File: src/rtl/core/ohv_pkg.sv
// ----------------------------------------------------------------------------
// ohv_pkg
// Shared types, constants and character classes for the hostname validator.
// ----------------------------------------------------------------------------
package ohv_pkg;

   localparam int unsigned CharWidth  = 8;
   localparam int unsigned CountWidth = 7;
   localparam int unsigned WindowBytes = 8;
   localparam int unsigned WindowWidth = WindowBytes * CharWidth;

   localparam logic [WindowWidth-1:0] SFX_LONG  = 64'h2E62_3332_2E69_3270; // ".b32.i2p"
   localparam logic [31:0]            SFX_SHORT = 32'h2E69_3270;           // ".i2p"

   localparam logic [CountWidth-1:0] COUNT_MAX      = 7'd127;
   localparam logic [CountWidth-1:0] B32_TOTAL_LEN  = 7'd60;  // 52 body + 8 suffix
   localparam logic [CountWidth-1:0] HUMAN_MAX_LEN  = 7'd67;  // 63 body + 4 suffix
   localparam logic [CountWidth-1:0] LONG_SFX_LEN   = 7'd8;
   localparam logic [CountWidth-1:0] SHORT_SFX_LEN  = 7'd4;

   localparam logic [CharWidth-1:0] CH_DOT    = 8'h2E;
   localparam logic [CharWidth-1:0] CH_HYPHEN = 8'h2D;

   localparam logic [1:0] ST_VALID     = 2'd0;
   localparam logic [1:0] ST_NO_SUFFIX = 2'd1;
   localparam logic [1:0] ST_INVALID   = 2'd2;

   localparam logic [1:0] KIND_NONE   = 2'd0;
   localparam logic [1:0] KIND_BASE32 = 2'd1;
   localparam logic [1:0] KIND_HUMAN  = 2'd2;

   typedef struct packed {
      logic [CharWidth-1:0] host_char;
      logic                 last_char;
   } ohv_req_type;

   typedef struct packed {
      logic [1:0] status;
      logic [1:0] address_kind;
   } ohv_rsp_type;

   function automatic logic is_b32_sym(input logic [CharWidth-1:0] c);
      is_b32_sym = (c >= 8'h41 && c <= 8'h5A) || (c >= 8'h61 && c <= 8'h7A) ||
                   (c >= 8'h32 && c <= 8'h37);
   endfunction

   function automatic logic is_human_sym(input logic [CharWidth-1:0] c);
      is_human_sym = (c >= 8'h61 && c <= 8'h7A) || (c >= 8'h30 && c <= 8'h39) ||
                     c == CH_DOT || c == CH_HYPHEN;
   endfunction

endpackage

File: src/rtl/core/ohv_scan.sv
// ----------------------------------------------------------------------------
// ohv_scan
// Per-name scan state: tail window, saturating count and sticky flags.
// Produces the verdict combinationally for the final word of a name.
// ----------------------------------------------------------------------------
module ohv_scan
   import ohv_pkg::*;
(
   input  logic        clock,
   input  logic        reset,
   input  logic        step,
   input  ohv_req_type req,
   output ohv_rsp_type verdict
);

   logic [WindowWidth-1:0] window_ff, window_in;
   logic [CountWidth-1:0]  count_ff, count_in;
   logic                   lead_bad_ff, lead_bad_in;
   logic                   b32_ok_ff, b32_ok_in;
   logic                   human_ok_ff, human_ok_in;
   logic                   pairs_ok_ff, pairs_ok_in;

   logic [CharWidth-1:0] c, prev, evicted;

   always_comb begin
      c       = req.host_char;
      prev    = window_ff[CharWidth-1:0];
      evicted = window_ff[WindowWidth-1 -: CharWidth];

      lead_bad_in = lead_bad_ff;
      pairs_ok_in = pairs_ok_ff;
      if (count_ff == '0) begin
         if (c == CH_DOT || c == CH_HYPHEN) lead_bad_in = 1'b1;
      end else begin
         if ((prev == CH_DOT && (c == CH_DOT || c == CH_HYPHEN)) ||
             (prev == CH_HYPHEN && c == CH_DOT)) pairs_ok_in = 1'b0;
      end
      b32_ok_in   = b32_ok_ff & ~(count_ff >= LONG_SFX_LEN && !is_b32_sym(evicted));
      human_ok_in = human_ok_ff & is_human_sym(c);
      window_in   = {window_ff[WindowWidth-CharWidth-1:0], c};
      count_in    = (count_ff < COUNT_MAX) ? count_ff + 7'd1 : count_ff;

      if (count_in >= LONG_SFX_LEN && window_in == SFX_LONG) begin
         verdict.address_kind = KIND_BASE32;
         verdict.status = (count_in == B32_TOTAL_LEN && b32_ok_in) ? ST_VALID : ST_INVALID;
      end else if (count_in >= SHORT_SFX_LEN && window_in[31:0] == SFX_SHORT) begin
         verdict.address_kind = KIND_HUMAN;
         verdict.status = (count_in <= HUMAN_MAX_LEN && !lead_bad_in && human_ok_in &&
                           pairs_ok_in) ? ST_VALID : ST_INVALID;
      end else begin
         verdict.address_kind = KIND_NONE;
         verdict.status       = ST_NO_SUFFIX;
      end
   end

   always_ff @(posedge clock) begin
      if (reset || (step && req.last_char)) begin
         window_ff   <= '0;
         count_ff    <= '0;
         lead_bad_ff <= 1'b0;
         b32_ok_ff   <= 1'b1;
         human_ok_ff <= 1'b1;
         pairs_ok_ff <= 1'b1;
      end else if (step) begin
         window_ff   <= window_in;
         count_ff    <= count_in;
         lead_bad_ff <= lead_bad_in;
         b32_ok_ff   <= b32_ok_in;
         human_ok_ff <= human_ok_in;
         pairs_ok_ff <= pairs_ok_in;
      end
   end

endmodule

File: src/rtl/core/overlay_hostname_validator_core.sv
// ----------------------------------------------------------------------------
// overlay_hostname_validator_core
// Streaming hostname checker for overlay-network names (.b32.i2p / .i2p).
// ----------------------------------------------------------------------------
// Usage:
//   req_ channel carries one hostname byte per word; last_char marks the
//   final word of a name. Names are at least one byte long.
//   rsp_ channel returns one word (status, address_kind) per name, for its
//   final word only; other words produce nothing.
//   Latency: the result is registered and shows on rsp_valid the cycle after
//   the final word is accepted.
//   Throughput: one word per cycle. Scan state updates on every accepted
//   word; the verdict goes to the result register in the same cycle.
//   req_ready is low only while a result is held and rsp_ready is low, so
//   a stalled receiver stops the input; nothing is dropped.
//   Reset: synchronous; clears the scan state and the result valid flag.
//   After each final word the scan state returns to its reset values.
// ----------------------------------------------------------------------------
module overlay_hostname_validator_core
   import ohv_pkg::*;
(
   input  logic        clock,
   input  logic        reset,
   input  logic        req_valid,
   output logic        req_ready,
   input  ohv_req_type req_payload,
   output logic        rsp_valid,
   input  logic        rsp_ready,
   output ohv_rsp_type rsp_payload
);

   logic        rsp_valid_ff, rsp_valid_in;
   ohv_rsp_type rsp_data_ff;
   ohv_rsp_type verdict;
   logic        step;

   assign req_ready = !rsp_valid_ff || rsp_ready;
   assign step      = req_valid && req_ready;

   ohv_scan u_scan (
      .clock   (clock),
      .reset   (reset),
      .step    (step),
      .req     (req_payload),
      .verdict (verdict)
   );

   always_comb begin
      rsp_valid_in = rsp_valid_ff && !rsp_ready;
      if (step && req_payload.last_char) rsp_valid_in = 1'b1;
   end

   always_ff @(posedge clock) begin
      if (reset) begin
         rsp_valid_ff <= 1'b0;
      end else begin
         rsp_valid_ff <= rsp_valid_in;
      end
   end

   always_ff @(posedge clock) begin
      if (step && req_payload.last_char) begin
         rsp_data_ff <= verdict;
      end
   end

   assign rsp_valid   = rsp_valid_ff;
   assign rsp_payload = rsp_data_ff;

   a_final_gives_result: assert property (@(posedge clock) disable iff (reset)
      (step && req_payload.last_char) |=> rsp_valid)
      else $error("final word did not produce a result");

   a_no_spurious_result: assert property (@(posedge clock) disable iff (reset)
      (step && !req_payload.last_char && rsp_ready) |=> !rsp_valid)
      else $error("result produced for a non-final word");

   a_kind_status: assert property (@(posedge clock) disable iff (reset)
      (rsp_valid && rsp_payload.address_kind == KIND_NONE) |->
      rsp_payload.status == ST_NO_SUFFIX)
      else $error("unknown suffix with wrong status");

   a_codes_legal: assert property (@(posedge clock) disable iff (reset)
      rsp_valid |-> (rsp_payload.status != 2'd3 && rsp_payload.address_kind != 2'd3))
      else $error("illegal result code");

endmodule

File: config.mk
export PLATFORM = sky130hd
export DESIGN_NAME = overlay_hostname_validator_core
export DESIGN_NICKNAME = d
export VERILOG_FILES = /design/src/rtl/core/ohv_pkg.sv /design/src/rtl/core/ohv_scan.sv /design/src/rtl/core/overlay_hostname_validator_core.sv
export SDC_FILE = /design/constraint.sdc
export NUM_CORES = 1
export LEC_CHECK = 0
export BUFFER_PORTS_ARGS = -buffer_cell sky130_fd_sc_hd__buf_2
export CORE_ASPECT_RATIO = 0.9
export CORE_UTILIZATION = 45
export DETAILED_ROUTE_END_ITERATION = 7
export PLACE_DENSITY = 0.62
export SETUP_SLACK_MARGIN = 0.05
export SLEW_MARGIN = 5
export SYNTH_ARGS = -nofsm -noshare
export SYNTH_HDL_FRONTEND = slang
export SYNTH_SLANG_ARGS = --single-unit
File: constraint.sdc
create_clock -name clock -period 2.3 [get_ports clock]
set_input_delay 0.46 -clock clock [delete_from_list [all_inputs] [get_ports clock]]
set_output_delay 0.46 -clock clock [all_outputs]
set_load 0.005 [all_outputs]
---- Word level (Yosys, flattened, before mapping) ----
Index checks and enable logic that the tools add are counted.
W data, S select, Z words.
word-level totals
  bits in registers ....................... 80
  latch bits .............................. 0
  bits in writable memories ............... 0
  bits in read-only memories .............. 0
  input port bits ......................... 13
  output and inout bits ................... 6
  word-level logic and storage cells ...... 76
  memories kept ........................... 0
operators by class
  add/subtract/negate cells ............... 1
  $mul .................................... 0
  divide/modulo/power cells ............... 0
  $lt $le $gt $ge ......................... 15
  equality and inequality tests ........... 7
  shift operators ......................... 0
  mux-type cells .......................... 10
  bitwise operators ....................... 3
  reductions and logical operators ........ 31
operators by type and width
  operator                number
  $eq A64 B62 Y1 const B  1
  $eq A32 B30 Y1 const B  1
  $eq A8 B6 Y1 const B    4
  $ge A8 B7 Y1 const B    3
  $le A8 B7 Y1 const B    3
  $logic_and A1 B1 Y1     17
  $ge A8 B6 Y1 const B    2
  $le A8 B6 Y1 const B    2
  $ge A7 B4 Y1 const B    2
  $logic_or A1 B1 Y1      9
  $mux W4                 2
  $add A7 B1 Y7 const B   1
  $eq A7 B6 Y1 const B    1
  $ge A7 B3 Y1 const B    1
  $le A7 B7 Y1 const B    1
  $logic_not A7 Y1        1
  $lt A7 B7 Y1 const B    1
  $mux W7                 1
  $mux W1                 5
  $logic_not A1 Y1        4
  $mux W2                 2
  $and A1 B1 Y1           2
  $not A1 Y1              1

---- Depth between registers and ports, before layout ----
Gate-level depths: netlist (run 1).
  word-level depth ........................ 11
  gate-level depth with buffers ........... 8
  mapped depth without buffers ............ 7

---- Hierarchy ----
A second synthesis (run 1) with hierarchy kept.
unflattened totals
  cell total of the unflattened synthesis .. 369
  area, all modules ....................... 3518.4 um^2
modules (own cells, without submodules)
  module                           instances  cells an instance  area an instance (um^2)  sequential area each (um^2)
  ohv_scan                         1          359                3330.7                   1501.4
  overlay_hostname_validator_core  1          10                 187.7                    140.1

---- Worst setup path after synthesis (run 1) ----
No wires, ideal clock.
  path kind ............................... reg-to-reg
  start ................................... register u_scan.count_ff[0]
  end ..................................... register rsp_data_ff (netlist bit rsp_payload[3]), data pin
  setup time .............................. 263 ps
  arrival ................................. 1771 ps
  required time ........................... 2037 ps
  setup slack ............................. 266 ps
  cell stages (with the launch flop) ...... 8
  path buffers ............................ 0
  period minus slack after synthesis ...... 2034 ps
  cell sequence ........................... dfxtp_1 > ha_1 > and3_2 > nand3_1 > mux2_4 > o31ai_2 > nor2b_4 > o2bb2ai_1
RTL lines
  item                    RTL line                               source
  start, declared         ohv_scan.sv:17                         logic [CountWidth-1:0] count_ff, count_in;
  start signal, assigned  ohv_scan.sv:66                         count_ff <= count_in;
  end signal, assigned    overlay_hostname_validator_core.sv:63  rsp_data_ff <= verdict;
  end, declared           overlay_hostname_validator_core.sv:33  ohv_rsp_type rsp_data_ff;

==> summary.md, run 1 <==
| Metric | Value |
|---|---|
| Row count | `29` |
| Via density | `5.348` |
| Worst EP arrival | `2.23 ns` |
| Number of antenna violations at the first check in global routing | `0` |
| DRT antenna net count | `0` |
| Root Buffer Master | `clkbuf_8` |
| Clk slew on worst S/H paths | `0.08 ns` |
| 1st-pass router iterations | `4` |
| RR Endpoint | `rsp_payload[3]$_DFFE_PP_` |
| Main synth FF type | `dfxtp_1` |
| Number of buffers created by CTS | `9` |
| PwrDens | `714.0 mW/mm^2` |
| Via Count | `2872` |
| Worst r2r src | `u_scan.count_ff[1]$_SDFFE_PP0P_` |
| Worst-Margin Slew | `0.7206 ns` |
| Final worst-path cycle share | `92.50%` |
| Clock Skew | `0.009205 ns` |
| Fin crit period | `2.127 ns` |
| Critical path required time | `2.40 ns` |
| RePlAce Congestion | `0.8632` |
| #FFs+latches synth | `80` |
| Worst hold path stage count | `2` |
| Mean Syn Cell Area | `8.033 sq um` |
| Relative slew slack | `51.96%` |
| Synth Net Count | `444` |
| Sequential share of the synthesized area | `47.74%` |
| Synth Instances | `428` |
| Run status | `completed` |
| Area delta synth->final | `11.94%` |
| Worst Hold Endpoint | `rsp_valid$_SDFF_PP0_` |
| RSZ-0062 raised after global routing | `false` |
| Layout cells sized above 1 | `12.61%` |
| Leading area contributor after synthesis | `dfxtp_1` |
| Die Wd | `94.14 um` |
| Reg2reg setup slack | `0.17 ns` |
| Depth of the most critical reg-to-reg path | `7` |
| First-pass GRT wire length | `12290 um` |
| 1st-iter DRT viols | `187` |
| Number of fill cells in the layout | `693` |
| Post-cts hold buffer count | `0` |
| Hold Path Origin | `reset` |
| Synth unique cells | `49` |
| Syn. warnings | `0` |
| DIE AREA | `0.007995 sq mm` |
| Total track usage | `19.56%` |
| CP endpoint kind | `register` |
| TritonCTS clock tree | `built` |
| Total grt overflow | `0` |
| Max Slew Vio Count | `0` |
| Top post-synthesis cells by area | `dfxtp_1, nand2_1, a21oi_1` |
| Postcts setup bufs | `0` |
| H-tree Lvls | `3` |
| LEAKAGE | `1.254 nW` |
| CP Max Fanout | `6` |
| Final #Nets | `455` |
| Max-capacitance violation count | `0` |
| Port-buffer cells | `18` |
| Largest net degree at the start of global routing | `74` |
| Worst Hold Class | `input pin to register` |
| Share of the synthesized area in the top cell type | `44.25%` |
| Commonest non-fill, non-tap cell in the layout | `nand2_1` |
| Post-synth EDFFs | `4` |
| Max clock buf depth | `2` |
| Vias in the first global route | `2604` |
| Hold slack | `0.2792 ns` |
| Clk_lat worst skew | `0.35 ns` |
| N_diodes | `0` |
| Syn Std Cell Area | `0.003438 sq mm` |
| Initial Util | `47.62%` |
| Final hold violations | `0` |
| Top Ports | `19` |
| Most frequent cells in the layout | `nand2_1, a21oi_1, dfxtp_1, buf_2, nor2_1` |
| DRC Markers | `0` |
| Worst VDD drop | `0.3756 mV` |
| Setup violators final | `0` |
| Die height | `84.93 um` |
| Peak Freq | `470.0 MHz` |
| DRT Wirelength | `7213 um` |
| Avg WL per Cell | `13.43 um` |
| DP Wirelength | `4636 um` |
| Startpoint Class | `register` |
| Core area | `0.007221 sq mm` |
| Setup TNS | `0 ns` |
| Async SR Flop Fraction | `0%` |
| Worst Setup Path Type | `register to register` |
| Clock sinks | `80` |
[report_power, final]
part / total [mW] / switching (mW) / internal, mW
registers: 1.43 / 0.0168 / 1.41
clock network: 1.14 / 0.522 / 0.617
logic: 0.178 / 0.124 / 0.0537
[state kept, by name, summed over array words and instances, names as in the netlist]
| name | flops |
|---|---|
| rsp_valid | 1 |
| u_scan.count_ff | 7 |
| u_scan.lead_bad_ff | 1 |
| u_scan.b32_ok_ff | 1 |
| u_scan.human_ok_ff | 1 |
| u_scan.window_ff | 64 |
| u_scan.pairs_ok_ff | 1 |
| rsp_payload | 4 |
[stage by stage]
| stage | util, % | setup WS (ns) | total power [mW] | cells | area [sq um] |
|---|---|---|---|---|---|
| 2_1_floorplan | - | 0.2659 | 1.575 | 428 | 3438 |
| 3_3_place_gp | 50.23 | 0.01280 | 1.641 | 521 | 3627 |
| 3_5_place_dp | 50.23 | 0.02646 | 1.641 | 521 | 3627 |
| 4_1_cts | 53.28 | 0.1343 | 2.776 | 537 | 3847 |
| 5_1_grt | 53.30 | 0.07637 | 2.865 | 537 | 3849 |
| 6_report | 53.30 | 0.1725 | 2.748 | 537 | 3849 |
[how the worst max path moves through the flow]
stage / start / slack [ns] / endpoint
2_1_floorplan: u_scan.count_ff[0]$_SDFFE_PP0P_ / 0.27 / rsp_payload[3]$_DFFE_PP_
3_3_place_gp: req_payload[2] / 0.01 / rsp_payload[3]$_DFFE_PP_
3_5_place_dp: req_payload[2] / 0.03 / rsp_payload[3]$_DFFE_PP_
4_1_cts: u_scan.count_ff[0]$_SDFFE_PP0P_ / 0.13 / rsp_payload[3]$_DFFE_PP_
5_1_grt: u_scan.count_ff[2]$_SDFFE_PP0P_ / 0.08 / rsp_payload[3]$_DFFE_PP_
6_report: u_scan.count_ff[1]$_SDFFE_PP0P_ / 0.17 / rsp_payload[3]$_DFFE_PP_
[worst max-delay path: stages (launching register included)]
cell and delay, ns:
dfxtp_1 0.42, ha_1 0.21, and3_2 0.23, nand3_1 0.11, mux2_4 0.37, o31ai_2 0.35, nor2b_4 0.07, o2bb2ai_1 0.12
[cell families (layout without fill, tap and decap cells)]
family	Yosys count	in the layout	share of synthesized area [%]
xor+xnor	5	5	1.274
simple gates	207	207	28.57
buf+inv	32	48	3.748
flops	80	80	47.74
compound gates	98	98	16.41
mux	3	3	1.165
fa+ha+maj	3	3	1.092
[layer usage]
layer	global-route usage, %	share of wire, %	vias up
met4	5.874	1.2	0
met2	28.19	45	61
li1	-	-	1488
met3	5.914	4.8	9
met5	0	0	-
met1	27.92	50	1314
[area by class of cell]
type,instances,area [sq um],area share (%)
Sequential cell,80,1643,42.69
Timing Repair Buffer,26,175.2,4.551
Inverter,6,22.52,0.5852
Clock buffer,10,127.6,3.316
Multi-Input combinational cell,316,1672,43.43
Tap cell,93,116.4,3.023
Clock inverter,6,92.59,2.406
[synth_stat cells (all sizes together), types with 5 or more instances]
cell type / n
nor2: 17
nand4: 6
a21oi: 76
dfxtp: 76
inv: 6
clkbuf: 23
xnor2: 5
o21ai: 6
nand2: 139
[what timing repair did]
action,in CTS,in global routing
resized for setup,0,1
setup endpoints to repair,0,1
endpoints found under the hold margin,0,0
Power figures use the tool's default switching activity.
==> run 2, diff against run 1 <==
==> constraint.sdc (replaced) <==
create_clock -name clock -period 2.3 [get_ports clock]
set_input_delay 0.46 -clock clock [delete_from_list [all_inputs] [get_ports clock]]
set_output_delay 0.46 -clock clock [all_outputs]
set_load 0.1 [all_outputs]
==> run 2 against run 1 <==
Net effect:
- final area rose by 0.65%
- worst hold slack improved by 0.0040 ns
- sequential share of layout area fell by 0.21 points
- clock-buffer cell count did not move
- power rose by 0.78%
- worst setup slack improved by 0.011 ns
- highest routed layer unchanged
- via count fell by 0.56%
- final cell count did not move
- maximum frequency rose by 0.54%
- core utilization rose by 0.35 points
- critical path type unchanged
- critical path depth fell by 2
==> summary.md, run 2 (synthesis results as in run 1) <==
| Metric | Value |
|---|---|
| RSZ-0062 raised after global routing | `false` |
| LEAKAGE | `1.270 nW` |
| Via Count | `2856` |
| Util after Layout | `53.65%` |
| Fin cells | `537` |
| Relative slew slack | `51.99%` |
| Finished Cell Area | `0.003874 sq mm` |
| N_diodes | `0` |
| Core area | `0.007221 sq mm` |
| DIE AREA | `0.007995 sq mm` |
| Row count | `29` |
| Max-capacitance violation count | `0` |
| Setup slack at placement | `-0.02347 ns` |
| Worst hold path stage count | `2` |
| Critical path's slowest cell | `or4_1` |
| CP peak stage delay | `0.52 ns` |
| Max reg flops | `64` |
| CP endpoint kind | `register` |
| Area delta synth->final | `12.66%` |
| H-tree Lvls | `3` |
| Clk_lat worst skew | `0.35 ns` |
| Internal | `2.087 mW` |
| Total grt overflow | `0` |
| RePlAce Congestion | `0.8493` |
| Max Slew Vio Count | `0` |
| Reg power frac | `51.7%` |
| Avg WL per Cell | `13.43 um` |
| Net Switching | `0.6826 mW` |
| Vias in the first global route | `2610` |
| Worst EP arrival | `2.21 ns` |
| First-pass GRT wire length | `12120 um` |
| Total track usage | `19.23%` |
| PwrDens | `714.9 mW/mm^2` |
| Max clock buf depth | `2` |
| Via density | `5.318` |
| Most frequent cells in the layout | `nand2_1, a21oi_1, dfxtp_1, buf_2, nor2_1` |
| Final worst-path cycle share | `92.00%` |
| Largest net degree at the start of global routing | `74` |
| Startpoint Class | `register` |
| CP Max Fanout | `7` |
| Clock share of power | `40.7%` |
| Bufs and invs on worst path | `0` |
| Layout cells sized above 1 | `13.51%` |
| Clk slew on worst S/H paths | `0.08 ns` |
| CP top delay family | `simple AND/OR/NAND/NOR gates` |
| DRT Wirelength | `7212 um` |
| Clock sinks | `80` |
| Die height | `84.93 um` |
| Initial Util | `47.62%` |
| Top reg by flops | `u_scan.window_ff` |
| Worst-Margin Slew | `0.7201 ns` |
| 1st-iter DRT viols | `175` |
| Setup ws final | `0.1839 ns` |
| Number of buffers created by CTS | `9` |
| Commonest non-fill, non-tap cell in the layout | `nand2_1` |
| Final hold violations | `0` |
| Multi-input logic area | `0.001694 sq mm` |
| Die Wd | `94.14 um` |
| FF/Latch Area | `0.001645 sq mm` |
| Post-cts hold buffer count | `0` |
| Worst VDD drop | `0.4690 mV` |
| Critical path required time | `2.39 ns` |
| DRC Markers | `0` |
| Comb pwr share | `7.6%` |
| Crit path depth | `5` |
| Setup violators final | `0` |
| TritonCTS clock tree | `built` |
| 1st-pass router iterations | `4` |
| Top Ports | `19` |
| Port-buffer cells | `18` |
| Clock Skew | `0.006954 ns` |
| Number of antenna violations at the first check in global routing | `0` |
| Tot Pwr | `2.769 mW` |
| Final #Nets | `455` |
| Post-DP Area | `0.003636 sq mm` |
| Sw Ratio | `24.65%` |
| Root Buffer Master | `clkbuf_8` |
| DRT antenna net count | `0` |
| Depth of the most critical reg-to-reg path | `5` |
| Number of fill cells in the layout | `707` |
| Fin crit period | `2.116 ns` |
| Worst Hold Class | `input pin to register` |
| Cells after DPL | `521` |
| Crit-path cells | `and3_1, xnor2_1, or4_1, nor4b_1, o2bb2ai_1` |
| Peak Freq | `472.6 MHz` |
| DP Wirelength | `4684 um` |
| Run status | `completed` |
| Worst Setup Path Type | `register to register` |
## run 2: timing repair
item	CTS	global route
endpoints found under the setup margin	0	1
buffers inserted	0	0
gates resized for setup	0	4
## run 2: final timing paths
| check | from | to | slack [ns] |
|---|---|---|---|
| worst max-delay path | u_scan.count_ff[2]$_SDFFE_PP0P_ | rsp_payload[3]$_DFFE_PP_ | 0.18 |
| worst min-delay path | reset | rsp_valid$_SDFF_PP0_ | 0.28 |
| worst max register to register | u_scan.count_ff[2]$_SDFFE_PP0P_ | rsp_payload[3]$_DFFE_PP_ | 0.18 |
| worst min register to register | u_scan.window_ff[61]$_SDFFE_PP0P_ | u_scan.window_ff[61]$_SDFFE_PP0P_ | 0.46 |
## run 2: cell type report
type / instances / share of cell area (%)
well taps: 93 / 3.004
clock inverters: 6 / 2.390
repair buffers: 26 / 4.522
flip-flops and latches: 80 / 42.47
clock buffers: 10 / 3.295
inverters: 6 / 0.5814
multi-input cells: 316 / 43.73
## run 2: through the flow
stage | hold slack, ns | setup TNS, ns
after floorplan | 0.4272 | 0
after global placement | 0.4415 | 0
after detailed placement | 0.4513 | -0.02347
after CTS | 0.2632 | 0
after global routing | 0.2781 | 0
final | 0.2832 | 0
## run 2: layer usage
layer / vias to the layer above / track usage, % / share of wire (%)
met4: 0 / 4.895 / 1.1
met1: 1334 / 26.60 / 52
met3: 7 / 5.914 / 2.8
met2: 32 / 29.12 / 44
li1: 1483 / - / -
met5: - / 0 / 0
## run 2: power by group through the flow
stage / combinational, mW / clock (mW) / sequential (mW)
6_report: 0.211 / 1.13 / 1.43
5_1_grt: 0.232 / 1.22 / 1.44
4_1_cts: 0.211 / 1.16 / 1.43
3_5_place_dp: 0.211 / 0 / 1.46
2_1_floorplan: 0.121 / 0 / 1.49
3_3_place_gp: 0.210 / 0 / 1.46
## run 2: worst register-to-register path: stages (launching register included)
cell,delay [ns]
dfxtp_1,0.46
and3_1,0.35
xnor2_1,0.10
or4_1,0.52
nor4b_1,0.31
o2bb2ai_1,0.13
==> run 3, diff against run 2 <==
--- a/config.mk
+++ b/config.mk
@@ -6,10 +6,12 @@
 export NUM_CORES = 1
 export LEC_CHECK = 0
 export BUFFER_PORTS_ARGS = -buffer_cell sky130_fd_sc_hd__buf_2
+export CELL_PAD_IN_SITES_DETAIL_PLACEMENT = 0
+export CELL_PAD_IN_SITES_GLOBAL_PLACEMENT = 2
 export CORE_ASPECT_RATIO = 0.9
-export CORE_UTILIZATION = 45
+export CORE_UTILIZATION = 36
 export DETAILED_ROUTE_END_ITERATION = 7
-export PLACE_DENSITY = 0.62
+export PLACE_DENSITY = 0.78
 export SETUP_SLACK_MARGIN = 0.05
 export SLEW_MARGIN = 5
 export SYNTH_ARGS = -nofsm -noshare
==> run 3 against run 2 <==
Net effect:
- combinational power is 3% higher
- die area is 24% higher
- clock skew increased by 0.0078 ns
- flip-flop and latch count is the same
- final cell count is 5.6% higher
- first-iteration DRC count up 2.9%
- worst hold slack gained 0.013 ns
- largest power group unchanged
- clock-buffer cell count did not move
- non-clock buffer count grew 1
- worst setup slack got worse by 0.022 ns
==> summary.md, run 3 (synthesis results as in run 1) <==
| Metric | Value |
|---|---|
| Run status | `completed` |
| Worst r2r src | `u_scan.count_ff[1]$_SDFFE_PP0P_` |
| Worst Hold Class | `input pin to register` |
| 1st-pass router iterations | `4` |
| Largest net degree at the start of global routing | `68` |
| Total grt overflow | `0` |
| Number of fill cells in the layout | `987` |
| Relative slew slack | `67.93%` |
| CP top delay family | `flip-flops` |
| Max reg flops | `64` |
| H-tree Lvls | `3` |
| Layout cells sized above 1 | `13.93%` |
| Area delta synth->final | `13.83%` |
| Post-cts hold buffer count | `0` |
| DRC Markers | `0` |
| CP peak stage delay | `0.44 ns` |
| Worst Setup Path Type | `register to register` |
| RSZ-0062 raised after global routing | `false` |
| Number of antenna violations at the first check in global routing | `0` |
| Critical path's slowest cell | `dfxtp_1` |
| CP endpoint kind | `register` |
| Fin crit period | `2.138 ns` |
| Max clock buf depth | `2` |
| Bufs and invs on worst path | `1` |
| CP Max Fanout | `6` |
| Finished Cell Area | `0.003914 sq mm` |
| Avg WL per Cell | `13.96 um` |
| Setup violators final | `0` |
| Post-DP Area | `0.003680 sq mm` |
| Worst EP arrival | `2.24 ns` |
| DRT antenna net count | `0` |
| Clock Skew | `0.01473 ns` |
| Critical path required time | `2.41 ns` |
| Via Count | `2902` |
| PwrDens | `699.9 mW/mm^2` |
| Row count | `33` |
| DRT Wirelength | `7913 um` |
| Initial Util | `37.34%` |
| Root Buffer Master | `clkbuf_8` |
| Most frequent cells in the layout | `nand2_1, a21oi_1, dfxtp_1, buf_2, nor2_1` |
| N_diodes | `0` |
| Port-buffer cells | `18` |
| Max Slew Vio Count | `0` |
| Via density | `5.118` |
| First-pass GRT wire length | `13690 um` |
| Worst Hold Endpoint | `rsp_valid$_SDFF_PP0_` |
| Crit-path cells | `ha_1, and3_2, nand3_1, mux2_4, o311ai_4, buf_4, o2bb2ai_1` |
| Number of buffers created by CTS | `9` |
| Clock sinks | `80` |
| Commonest non-fill, non-tap cell in the layout | `nand2_1` |
| Postcts setup bufs | `0` |
| Final worst-path cycle share | `92.94%` |
| Tot Pwr | `2.739 mW` |
| Top Ports | `19` |
| 1st-iter DRT viols | `180` |
| Core area | `0.009208 sq mm` |
| Max-capacitance violation count | `0` |
| RR Endpoint | `rsp_payload[3]$_DFFE_PP_` |
| Worst hold path stage count | `2` |
| Die height | `94.72 um` |
| FF/Latch Area | `0.001644 sq mm` |
| Hold Path Origin | `reset` |
| Multi-input logic area | `0.001700 sq mm` |
| LEAKAGE | `1.274 nW` |
| Reg2reg setup slack | `0.16 ns` |
| Vias in the first global route | `2748` |
| Clk_lat worst skew | `0.35 ns` |
| DIE AREA | `0.009947 sq mm` |
| Startpoint Class | `register` |
| Final hold violations | `0` |
| Clk slew on worst S/H paths | `0.09 ns` |
| Top reg by flops | `u_scan.window_ff` |
| Peak Freq | `467.8 MHz` |
| Total track usage | `17.37%` |
| DP Wirelength | `5141 um` |
| TritonCTS clock tree | `built` |
| Die Wd | `105.0 um` |
| Depth of the most critical reg-to-reg path | `7` |
| Final #Nets | `456` |
| Worst VDD drop | `0.3171 mV` |
| Post-cts sizing count | `0` |
| Worst-Margin Slew | `0.4843 ns` |
| RePlAce Congestion | `0.7766` |
-- run 3: area by class of cell --
class	count	share of cell area (%)
sequential	80	42.01
timing repair buffer	27	4.668
clock inverter	6	1.886
multi-input combinational	316	43.45
tap	122	3.900
inverter	6	0.5754
clock buffer	10	3.517
-- run 3: how the worst max path moves through the flow --
stage	start	end	slack, ns	depth (start not counted)
floorplan	rsp_valid$_SDFF_PP0_	u_scan.count_ff[4]$_SDFFE_PP0P_	0.06	8
global placement	req_payload[2]	rsp_payload[3]$_DFFE_PP_	0.06	9
detailed placement	req_payload[2]	rsp_payload[3]$_DFFE_PP_	-0.01	9
CTS	u_scan.count_ff[0]$_SDFFE_PP0P_	rsp_payload[3]$_DFFE_PP_	0.07	7
global route	u_scan.count_ff[1]$_SDFFE_PP0P_	rsp_payload[3]$_DFFE_PP_	0.08	7
finish	u_scan.count_ff[1]$_SDFFE_PP0P_	rsp_payload[3]$_DFFE_PP_	0.16	7
-- run 3: worst reg2reg max path: stages, from the launching register on --
cell and delay (ns):
dfxtp_1 0.44, ha_1 0.23, and3_2 0.24, nand3_1 0.11, mux2_4 0.38, o311ai_4 0.30, buf_4 0.15, o2bb2ai_1 0.05
-- run 3: report_power, final --
| group | total [mW] | internal, mW | switching [mW] |
|---|---|---|---|
| clock | 1.09 | 0.545 | 0.545 |
| combinational | 0.217 | 0.0562 | 0.160 |
| sequential | 1.43 | 1.41 | 0.0185 |
-- run 3: per-stage QoR --
step	setup slack [ns]	TNS [ns]	cells	utilization, %	hold slack [ns]
finish	0.1623	0	567	42.51	0.2957
detailed placement	-0.01223	-0.01223	551	39.96	0.4543
global placement	0.05614	0	551	39.96	0.4409
floorplan	0.06268	0	428	-	0.4272
CTS	0.07224	0	567	42.26	0.2701
global route	0.07564	0	567	42.51	0.2682
-- run 3: metal layers --
metal | track usage [%] | routed length (um)
met5 | 0 | 0
met1 | 24.14 | 4159
met4 | 4.577 | 40
met3 | 4.969 | 261
met2 | 26.38 | 3451
